`src/hdl/cosine_palette_color_defines.svh`:
```
// Assertion macros for the cosine palette color block.
// Included by modules that carry concurrent assertions; no other dependencies.
`ifndef COSINE_PALETTE_COLOR_DEFINES_SVH
`define COSINE_PALETTE_COLOR_DEFINES_SVH

// Same-cycle implication, disabled while reset is high.
`define CPC_ASSERT_NOW(label, clk, rst, ante, cons, msg) \
  label: assert property (@(posedge clk) disable iff (rst) (ante) |-> (cons)) \
    else $error(msg);

// Next-cycle implication, disabled while reset is high.
`define CPC_ASSERT_NEXT(label, clk, rst, ante, cons, msg) \
  label: assert property (@(posedge clk) disable iff (rst) (ante) |=> (cons)) \
    else $error(msg);

`endif

```
`src/hdl/cpc_pkg.sv`:
```
// Package for the cosine palette color block: field types, register indexes,
// reset values and the elaboration-time cosine table generator. No dependencies.
package cpc_pkg;

  localparam int POSITION_W  = 16;
  localparam int COLOR_W     = 8;
  localparam int LEVEL_W     = 8;
  localparam int FREQ_W      = 4;
  localparam int CFG_INDEX_W = 3;
  localparam int CFG_DATA_W  = 8;

  localparam int PHASE_BITS_DEF    = 16;
  localparam int TABLE_BITS_DEF    = 10;
  localparam int COS_FRAC_BITS_DEF = 14;

  typedef logic [POSITION_W-1:0]  position_t;
  typedef logic [COLOR_W-1:0]     color_t;
  typedef logic [LEVEL_W-1:0]     level_t;
  typedef logic [FREQ_W-1:0]      freq_t;
  typedef logic [CFG_INDEX_W-1:0] cfg_index_t;
  typedef logic [CFG_DATA_W-1:0]  cfg_data_t;

  localparam cfg_index_t REG_BASE_LEVEL = 3'd0;
  localparam cfg_index_t REG_SWING      = 3'd1;
  localparam cfg_index_t REG_FREQ_RED   = 3'd2;
  localparam cfg_index_t REG_FREQ_GREEN = 3'd3;
  localparam cfg_index_t REG_FREQ_BLUE  = 3'd4;

  localparam level_t BASE_LEVEL_RST = 8'd128;
  localparam level_t SWING_RST      = 8'd100;
  localparam freq_t  FREQ_RST       = 4'd1;

  localparam logic [63:0] Q_ONE   = 64'h1000_0000_0000_0000;
  localparam logic [63:0] PI_Q60  = 64'h3243_F6A8_885A_308D;
  localparam int          TAYLOR_TERMS = 12;

  // (a * b) >> 60, kept to 64 bits
  function automatic logic [63:0] mul_q60(logic [63:0] a, logic [63:0] b);
    logic [127:0] p;
    p = {64'd0, a} * {64'd0, b};
    return p[123:60];
  endfunction

  // Taylor step divisor (2k-1)(2k)
  function automatic logic [63:0] taylor_div(logic [63:0] v, int k);
    logic [63:0] r;
    case (k)
      12:      r = v / 64'd552;
      11:      r = v / 64'd462;
      10:      r = v / 64'd380;
      9:       r = v / 64'd306;
      8:       r = v / 64'd240;
      7:       r = v / 64'd182;
      6:       r = v / 64'd132;
      5:       r = v / 64'd90;
      4:       r = v / 64'd56;
      3:       r = v / 64'd30;
      2:       r = v / 64'd12;
      default: r = v / 64'd2;
    endcase
    return r;
  endfunction

  // cos(2*pi*m/2^tb) in Q60 for the first quarter period
  function automatic logic [63:0] quarter_cos(logic [63:0] m, int tb);
    logic [63:0] quarter;
    logic [63:0] x;
    logic [63:0] y;
    logic [63:0] t;
    logic [63:0] d;
    quarter = 64'd1 << (tb - 2);
    if (m == 64'd0) begin
      return Q_ONE;
    end
    if (m >= quarter) begin
      return 64'd0;
    end
    x = m * (PI_Q60 >> (tb - 1));
    y = mul_q60(x, x);
    t = Q_ONE;
    for (int k = TAYLOR_TERMS; k >= 1; k--) begin
      d = taylor_div(mul_q60(y, t), k);
      t = (d > Q_ONE) ? 64'd0 : Q_ONE - d;
    end
    return t;
  endfunction

  // Signed table entry, rounded to fb fraction bits
  function automatic longint cos_entry(logic [63:0] k_in, int tb, int fb);
    logic [63:0] n;
    logic [63:0] q;
    logic [63:0] h;
    logic [63:0] k;
    logic [63:0] m;
    logic [63:0] c;
    logic        neg;
    n = 64'd1 << tb;
    q = n >> 2;
    h = n >> 1;
    k = k_in & (n - 64'd1);
    if (k <= q) begin
      m = k;
      neg = 1'b0;
    end else if (k <= h) begin
      m = h - k;
      neg = 1'b1;
    end else if (k <= h + q) begin
      m = k - h;
      neg = 1'b1;
    end else begin
      m = n - k;
      neg = 1'b0;
    end
    c = quarter_cos(m, tb);
    c = (c + (64'd1 << (59 - fb))) >> (60 - fb);
    return neg ? -longint'(c) : longint'(c);
  endfunction

endpackage

```
`src/hdl/cpc_pos_if.sv`:
```
// Input channel of the cosine palette color block: one gradient position per beat.
// Depends on cpc_pkg.
interface cpc_pos_if;
  import cpc_pkg::*;

  logic      valid;
  logic      ready;
  position_t position;

  modport source (output valid, output position, input ready);
  modport sink (input valid, input position, output ready);
endinterface

```
`src/hdl/cpc_color_if.sv`:
```
// Output channel of the cosine palette color block: one RGB color per beat.
// Depends on cpc_pkg.
interface cpc_color_if;
  import cpc_pkg::*;

  logic   valid;
  logic   ready;
  color_t red;
  color_t green;
  color_t blue;

  modport source (output valid, output red, output green, output blue, input ready);
  modport sink (input valid, input red, input green, input blue, output ready);
endinterface

```
`src/hdl/cpc_cfg_if.sv`:
```
// Register write channel of the cosine palette color block: index and data per beat.
// Depends on cpc_pkg.
interface cpc_cfg_if;
  import cpc_pkg::*;

  logic       valid;
  logic       ready;
  cfg_index_t index;
  cfg_data_t  data;

  modport source (output valid, output index, output data, input ready);
  modport sink (input valid, input index, input data, output ready);
endinterface

```
`src/hdl/cosine_palette_color.sv`:
```
// Cosine palette color: gradient position in, clamped RGB color out.
// Pipeline stages from input beat to output beat: phase, quarter-wave lookup, multiply, clamp.
// Throughput: one color per cycle; all four stages advance on one shared enable,
// held only while the output register holds an untaken beat.
// Reset (rst, synchronous): base 128, swing 100, all frequencies 1, pipeline empty.
// Depends on cpc_pkg, the cpc_*_if interfaces and cosine_palette_color_defines.svh.
`include "cosine_palette_color_defines.svh"

module cosine_palette_color #(
  parameter int PHASE_BITS    = cpc_pkg::PHASE_BITS_DEF,
  parameter int TABLE_BITS    = cpc_pkg::TABLE_BITS_DEF,
  parameter int COS_FRAC_BITS = cpc_pkg::COS_FRAC_BITS_DEF
) (
  input  logic        clk,
  input  logic        rst,
  cpc_cfg_if.sink     cfg,
  cpc_pos_if.sink     pixel_in,
  cpc_color_if.source color_out
);
  import cpc_pkg::*;

  localparam int NCH      = 3;
  localparam int QTR_BITS = TABLE_BITS - 2;
  localparam int QTR_SIZE = 1 << QTR_BITS;
  localparam int MAG_W    = COS_FRAC_BITS + 1;
  localparam int PROD_W   = LEVEL_W + MAG_W;
  localparam int NUM_W    = PROD_W + 1;
  localparam int QUOT_W   = NUM_W - COS_FRAC_BITS;
  localparam int MULT_W   = PHASE_BITS + FREQ_W;

  // Registers
  level_t base_level;
  level_t swing;
  freq_t  freq [NCH];

  assign cfg.ready = 1'b1;

  always_ff @(posedge clk) begin
    if (rst) begin
      base_level <= BASE_LEVEL_RST;
      swing      <= SWING_RST;
      freq[0]    <= FREQ_RST;
      freq[1]    <= FREQ_RST;
      freq[2]    <= FREQ_RST;
    end else if (cfg.valid && cfg.ready) begin
      case (cfg.index)
        REG_BASE_LEVEL: base_level <= cfg.data[LEVEL_W-1:0];
        REG_SWING:      swing      <= cfg.data[LEVEL_W-1:0];
        REG_FREQ_RED:   freq[0]    <= cfg.data[FREQ_W-1:0];
        REG_FREQ_GREEN: freq[1]    <= cfg.data[FREQ_W-1:0];
        REG_FREQ_BLUE:  freq[2]    <= cfg.data[FREQ_W-1:0];
        default: ;
      endcase
    end
  end

  // Cosine magnitude, first quarter period
  logic [MAG_W-1:0] cos_rom [QTR_SIZE];

  for (genvar g = 0; g < QTR_SIZE; g++) begin : g_rom
    assign cos_rom[g] = MAG_W'(cos_entry(64'(g), TABLE_BITS, COS_FRAC_BITS));
  end

  // Pipeline control
  logic       s1_valid;
  logic       s2_valid;
  logic       s3_valid;
  logic       out_valid;
  logic       adv;
  logic       in_fire;
  logic       out_stall;
  logic [3:0] valid_vec;

  assign adv            = !out_valid || color_out.ready;
  assign pixel_in.ready = adv;
  assign in_fire        = pixel_in.valid && pixel_in.ready;
  assign out_stall      = out_valid && !color_out.ready;
  assign valid_vec      = {s1_valid, s2_valid, s3_valid, out_valid};

  always_ff @(posedge clk) begin
    if (rst) begin
      s1_valid  <= 1'b0;
      s2_valid  <= 1'b0;
      s3_valid  <= 1'b0;
      out_valid <= 1'b0;
    end else if (adv) begin
      s1_valid  <= pixel_in.valid;
      s2_valid  <= s1_valid;
      s3_valid  <= s2_valid;
      out_valid <= s3_valid;
    end
  end

  // Stage 1: position to phase
  logic [PHASE_BITS-1:0] pos_scaled;

  if (PHASE_BITS > POSITION_W) begin : g_pos_up
    assign pos_scaled = {pixel_in.position, {(PHASE_BITS - POSITION_W){1'b0}}};
  end else if (PHASE_BITS == POSITION_W) begin : g_pos_eq
    assign pos_scaled = pixel_in.position;
  end else begin : g_pos_dn
    assign pos_scaled = pixel_in.position[POSITION_W-1 -: PHASE_BITS];
  end

  logic [MULT_W-1:0]     phase_full [NCH];
  logic [PHASE_BITS-1:0] s1_phase   [NCH];

  always_comb begin
    for (int c = 0; c < NCH; c++) begin
      phase_full[c] = MULT_W'(pos_scaled) * MULT_W'(freq[c]);
    end
  end

  always_ff @(posedge clk) begin
    if (adv) begin
      for (int c = 0; c < NCH; c++) begin
        s1_phase[c] <= phase_full[c][PHASE_BITS-1:0];
      end
    end
  end

  // Stage 2: quarter-wave table lookup
  logic [TABLE_BITS-1:0] tab_idx  [NCH];
  logic [QTR_BITS-1:0]   qtr_low  [NCH];
  logic [QTR_BITS-1:0]   qtr_idx  [NCH];
  logic                  qtr_zero [NCH];
  logic                  qtr_neg  [NCH];
  logic [MAG_W-1:0]      s2_mag   [NCH];
  logic                  s2_neg   [NCH];

  for (genvar c = 0; c < NCH; c++) begin : g_idx
    if (PHASE_BITS >= TABLE_BITS) begin : g_top
      assign tab_idx[c] = s1_phase[c][PHASE_BITS-1 -: TABLE_BITS];
    end else begin : g_pad
      assign tab_idx[c] = {s1_phase[c], {(TABLE_BITS - PHASE_BITS){1'b0}}};
    end
  end

  // odd quadrants run the table backwards; their first entry is zero
  always_comb begin
    for (int c = 0; c < NCH; c++) begin
      qtr_low[c]  = tab_idx[c][QTR_BITS-1:0];
      qtr_idx[c]  = tab_idx[c][QTR_BITS] ? -qtr_low[c] : qtr_low[c];
      qtr_zero[c] = tab_idx[c][QTR_BITS] && (qtr_low[c] == '0);
      qtr_neg[c]  = tab_idx[c][TABLE_BITS-1] ^ tab_idx[c][QTR_BITS];
    end
  end

  always_ff @(posedge clk) begin
    if (adv) begin
      for (int c = 0; c < NCH; c++) begin
        s2_mag[c] <= qtr_zero[c] ? '0 : cos_rom[qtr_idx[c]];
        s2_neg[c] <= qtr_neg[c];
      end
    end
  end

  // Stage 3: swing * |cosine|
  logic [PROD_W-1:0] s3_prod [NCH];
  logic              s3_neg  [NCH];

  always_ff @(posedge clk) begin
    if (adv) begin
      for (int c = 0; c < NCH; c++) begin
        s3_prod[c] <= PROD_W'(swing) * PROD_W'(s2_mag[c]);
        s3_neg[c]  <= s2_neg[c];
      end
    end
  end

  // Stage 4: base minus swing * signed cosine, floor, clamp
  logic signed [NUM_W-1:0] base_ext;
  logic signed [NUM_W-1:0] prod_ext [NCH];
  logic signed [NUM_W-1:0] num  [NCH];
  logic [QUOT_W-1:0]       quot [NCH];
  color_t                  chan [NCH];
  color_t                  out_color [NCH];

  assign base_ext = $signed({{(NUM_W - LEVEL_W - COS_FRAC_BITS){1'b0}}, base_level,
                             {COS_FRAC_BITS{1'b0}}});

  always_comb begin
    for (int c = 0; c < NCH; c++) begin
      prod_ext[c] = $signed({1'b0, s3_prod[c]});
      num[c]  = s3_neg[c] ? base_ext + prod_ext[c] : base_ext - prod_ext[c];
      quot[c] = num[c][NUM_W-1:COS_FRAC_BITS];
      if (num[c] < 0) begin
        chan[c] = '0;
      end else if (quot[c] > QUOT_W'(255)) begin
        chan[c] = 8'd255;
      end else begin
        chan[c] = quot[c][COLOR_W-1:0];
      end
    end
  end

  always_ff @(posedge clk) begin
    if (adv) begin
      for (int c = 0; c < NCH; c++) begin
        out_color[c] <= chan[c];
      end
    end
  end

  assign color_out.valid = out_valid;
  assign color_out.red   = out_color[0];
  assign color_out.green = out_color[1];
  assign color_out.blue  = out_color[2];

  `CPC_ASSERT_NEXT(a_accept_enters, clk, rst, in_fire, s1_valid, "accepted beat lost")
  `CPC_ASSERT_NEXT(a_stall_holds, clk, rst, !adv, $stable(valid_vec), "valid bits moved in stall")
  `CPC_ASSERT_NEXT(a_drain_out, clk, rst, s3_valid && adv, out_valid, "stage 3 beat lost")
  `CPC_ASSERT_NOW(a_stall_cause, clk, rst, !adv, out_stall, "stall without blocked beat")

endmodule
```
`src/flat_wrapper.sv`:
```
// flat-port wrapper written by rule: the top's interface ports become plain ports
module cosine_palette_color_flat import cpc_pkg::*;
#(
  parameter int PHASE_BITS    = cpc_pkg::PHASE_BITS_DEF,
  parameter int TABLE_BITS    = cpc_pkg::TABLE_BITS_DEF,
  parameter int COS_FRAC_BITS = cpc_pkg::COS_FRAC_BITS_DEF
)
  (clk, rst, cfg_valid, cfg_index, cfg_data, cfg_ready, pixel_in_valid, pixel_in_position, pixel_in_ready, color_out_valid, color_out_red, color_out_green, color_out_blue, color_out_ready);
  cpc_cfg_if cfg_i ();
  cpc_pos_if pixel_in_i ();
  cpc_color_if color_out_i ();
  input  logic clk;
  input  logic rst;
  input wire logic [$bits(cfg_i.valid)-1:0] cfg_valid;
  input wire logic [$bits(cfg_i.index)-1:0] cfg_index;
  input wire logic [$bits(cfg_i.data)-1:0] cfg_data;
  output wire logic [$bits(cfg_i.ready)-1:0] cfg_ready;
  input wire logic [$bits(pixel_in_i.valid)-1:0] pixel_in_valid;
  input wire logic [$bits(pixel_in_i.position)-1:0] pixel_in_position;
  output wire logic [$bits(pixel_in_i.ready)-1:0] pixel_in_ready;
  output wire logic [$bits(color_out_i.valid)-1:0] color_out_valid;
  output wire logic [$bits(color_out_i.red)-1:0] color_out_red;
  output wire logic [$bits(color_out_i.green)-1:0] color_out_green;
  output wire logic [$bits(color_out_i.blue)-1:0] color_out_blue;
  input wire logic [$bits(color_out_i.ready)-1:0] color_out_ready;
  assign cfg_i.valid = cfg_valid;
  assign cfg_i.index = cfg_index;
  assign cfg_i.data = cfg_data;
  assign cfg_ready = cfg_i.ready;
  assign pixel_in_i.valid = pixel_in_valid;
  assign pixel_in_i.position = pixel_in_position;
  assign pixel_in_ready = pixel_in_i.ready;
  assign color_out_valid = color_out_i.valid;
  assign color_out_red = color_out_i.red;
  assign color_out_green = color_out_i.green;
  assign color_out_blue = color_out_i.blue;
  assign color_out_i.ready = color_out_ready;
  cosine_palette_color #(.PHASE_BITS(PHASE_BITS), .TABLE_BITS(TABLE_BITS), .COS_FRAC_BITS(COS_FRAC_BITS)) u_core (.clk(clk), .rst(rst), .cfg(cfg_i), .pixel_in(pixel_in_i), .color_out(color_out_i));
endmodule
```
`config.mk`:
```
export PLATFORM = sky130hd
export DESIGN_NAME = cosine_palette_color_flat
export DESIGN_NICKNAME = d
export VERILOG_FILES = /design/src/hdl/cpc_pkg.sv /design/src/hdl/cpc_pos_if.sv /design/src/hdl/cpc_color_if.sv /design/src/hdl/cpc_cfg_if.sv /design/src/hdl/cosine_palette_color.sv /design/src/flat_wrapper.sv
export VERILOG_INCLUDE_DIRS = /design/src /design/src/hdl
export SDC_FILE = /design/constraint.sdc
export NUM_CORES = 2
export LEC_CHECK = 0
export BUFFER_PORTS_ARGS = -buffer_cell sky130_fd_sc_hd__buf_4
export CORE_AREA = 5 5 309 311
export DETAILED_ROUTE_END_ITERATION = 16
export DIE_AREA = 0 0 314 316
export HOLD_SLACK_MARGIN = 0.1
export PLACE_DENSITY_LB_ADDON = 0.2
export SLEW_MARGIN = 20
export SYNTH_ARGS = -nofsm -noshare
export SYNTH_HDL_FRONTEND = slang
export SYNTH_SLANG_ARGS = --single-unit
```
`constraint.sdc`:
```
create_clock -name clk -period 5.6 [get_ports clk]
set_input_delay 1.12 -clock clk [delete_from_list [all_inputs] [get_ports clk]]
set_output_delay 1.12 -clock clk [all_outputs]
set_load 0.1 [all_outputs]
```
==> impl_metrics.toml <==
[cts]
clockBufferDepth = 3
clock-sinks = 206
clkLatencyLatePin_ns = 0.58
cts_buffers = 27
postCtsHoldBufs = 0
cts_tree = "done"
cts_root_buffer = "clkbuf_16"
clkTransAtPathRegs_ns = 0.06
h-tree-depth = 1

[die]
die_x_um = 314
start_util = 0.397
core-area_um2 = 92500
fp-row-count = 112
die_h_um = 316
pin_count = 59
die_area_um2 = 99200

[global_route]
grt_pass1_vias = 33900
grt_pass1_wl_um = 196000
grt_usage = 0.242
grt_overflow = 0
antenna_found_initial = 0
grt_max_degree = 142

[sta]
slew_headroom = 0.145
final-setup-viol-count = 0
period_share = 0.941
min_period_ns = 5.27
tns_ns = 0
drv_slew = 0
rsz0062_at_grt = "no"
worstMarginPinSlew_ns = 1.28
hold_viol = 0
skew_ns = 0.0265
fmax_mhz = 190

[routing]
vias_per_cell = 6.20
first_iter_violations = 5258
routedWlPerCell_um = 21.8
vias = 35200
dr.pass1.iters = 8
wl_um = 124000
drc = 0
drtAntennaViolNets = 0

[yosys]
avgSynthCellArea_um2 = 7.97
synth-edff-count = 186
synthesis.nets = 5201
synth_cell_types = 100
syn_inst = 4602
yosysWarnings = 0
ys_seq_area_frac = 0.163
synthArstFlopShare = 0
ys.flop_type = "edfxtp_1"
ys_ff_latch = 206
syn-cell-area_um2 = 36700

[critical_path]
cp-end-kind = "flip-flop"
critPathKind = "reg -> reg"
path_common_cell = "fa_1"
cp.required_ns = 5.92
crit_buf_inv = 2
cp.arrival_ns = 5.59
crit_family = "adder cells"
crit_slowest_cell = "edfxtp_1"
path_max_fanout = 8
max_stage_delay_ns = 0.51
cp_cell_sequence = "and2_1 -> fa_1 -> fa_1 -> fa_1 -> inv_1 -> fa_1 -> inv_1 -> ha_1 -> a21o_1 -> a21oi_1 -> nor3b_1 -> a21oi_1 -> a221o_1 -> a211o_1 -> a21oi_1 -> xnor2_1"
critPathLaunchType = "flip-flop"

[finish]
seq_area_um2 = 5990
final_nets = 5069
diodes = 0
area_growth_syn_to_layout_pct = 7.34
drive_gt1_frac = 0.0664
fill_cells = 9289
multi_input_area_um2 = 27900

[placement]
io_buffers = 57
dpl.hpwl_um = 89700
gp_congestion = 1.02

[worst_hold_path]
hp-class = "reg -> reg"

[run]
maxCapViolations = 0

[outcome]
status = "finished, final reports clean"
-- cells in the mapped netlist (19+ instances only) --
cell	number	area [um^2]
a21oi_1	303	1520
nor2b_1	29	181
o211ai_1	79	593
o2111ai_1	28	245
nor4_1	24	150
nand2_1	492	1850
o22ai_1	44	275
nand3_1	90	450
clkbuf_1	222	833
nor3_1	109	546
xnor2_1	104	911
ha_1	258	3230
and2_1	379	2370
a2111oi_0	21	184
nand2b_1	34	213
buf_2	92	460
dfxtp_1	20	400
xor2_1	45	394
a221oi_1	43	377
a31oi_1	49	307
a311oi_1	30	263
a21o_1	31	233
buf_1	26	97.6
o31ai_1	22	165
edfxtp_1	186	5590
nor2_1	300	1130
fa_1	309	6190
o21a_1	34	255
o21ai_0	282	1410
o221ai_1	43	377
or3_1	19	119
o311ai_0	30	263
and3_1	25	156
inv_1	405	1520
mux2i_1	21	210
a211oi_1	74	556
-- sequential cells by signal, indices dropped and copies added (netlist names), 8 cells and up --
signal	cells
u_core.swing	8
u_core.s1_phase	30
u_core.s3_prod	69
u_core.base_level	8
u_core.freq	12
u_core.s2_mag	45
u_core.out_color	24
-- cell usage in the layout, fill, tap and decap left out, types with 73 or more instances in the layout --
cell,n
inv_1,401
nor3_1,109
ha_1,258
and2_1,379
a21oi_1,303
fa_1,309
nand2_1,492
o211ai_1,79
edfxtp_1,186
a211oi_1,73
o21ai_0,282
buf_4,168
nand3_1,89
nor2_1,299
xnor2_1,98
-- cell families after synthesis --
logic type      Yosys count  share of synthesized area
compound gates         1313                      0.241
xor+xnor                152                     0.0369
fa+ha+maj               567                      0.257
buf+inv                 752                     0.0804
flops                   206                      0.163
mux                      29                    0.00910
other cells               1                   0.000102
simple gates           1582                      0.213
-- area by class of cell --
cell class,count,share of cell area
Clock buffer,36,0.0201
Clock inverter,14,0.00276
Inverter,409,0.0391
Multi-Input combinational cell,3644,0.709
Sequential cell,206,0.152
Tap cell,1197,0.0380
Timing Repair Buffer,182,0.0388
-- repair_timing --
action                                  CTS  global route
gates resized for setup                   0             1
buffers inserted                          0             0
endpoints found under the setup margin    0             6
-- per-stage QoR --
step,cell area [um^2],setup slack (ns),instances,utilization,hold WS (ns)
after floorplan,36700,0.523,4602,-,0.400
after global placement,38500,0.227,5637,0.416,0.407
after detailed placement,38500,0.171,5637,0.416,0.421
after CTS,39400,0.166,5687,0.426,0.435
after global routing,39400,0.0296,5688,0.426,0.443
final,39400,0.328,5688,0.426,0.437
-- path summary, 6_finish.rpt --
check                                                       start                               to  slack, ns  cells after the start
worst max-delay path            u_core.s2_mag[0][8]$_SDFFCE_PP0P_  u_core.s3_prod[0][22]$_DFFE_PP_       0.33                     16
worst min-delay path                u_core.s2_neg[0][0]$_DFFE_PP_    u_core.s3_neg[0][0]$_DFFE_PP_       0.44                      0
worst max register to register  u_core.s2_mag[0][8]$_SDFFCE_PP0P_  u_core.s3_prod[0][22]$_DFFE_PP_       0.33                     16
worst min register to register      u_core.s2_neg[0][0]$_DFFE_PP_    u_core.s3_neg[0][0]$_DFFE_PP_       0.44                      0
-- routing by layer --
metal / vias up / share of wire / global-route usage
li1: 16000 / - / -
met1: 16600 / 0.43 / 0.347
met2: 2190 / 0.42 / 0.355
met3: 442 / 0.11 / 0.0554
met4: 0 / 0.046 / 0.0948
met5: - / 0 / 0
Power is left out: the tool's default activity adds up to more than one toggle a clock period on the data nets, which glitch-free logic cannot reach.
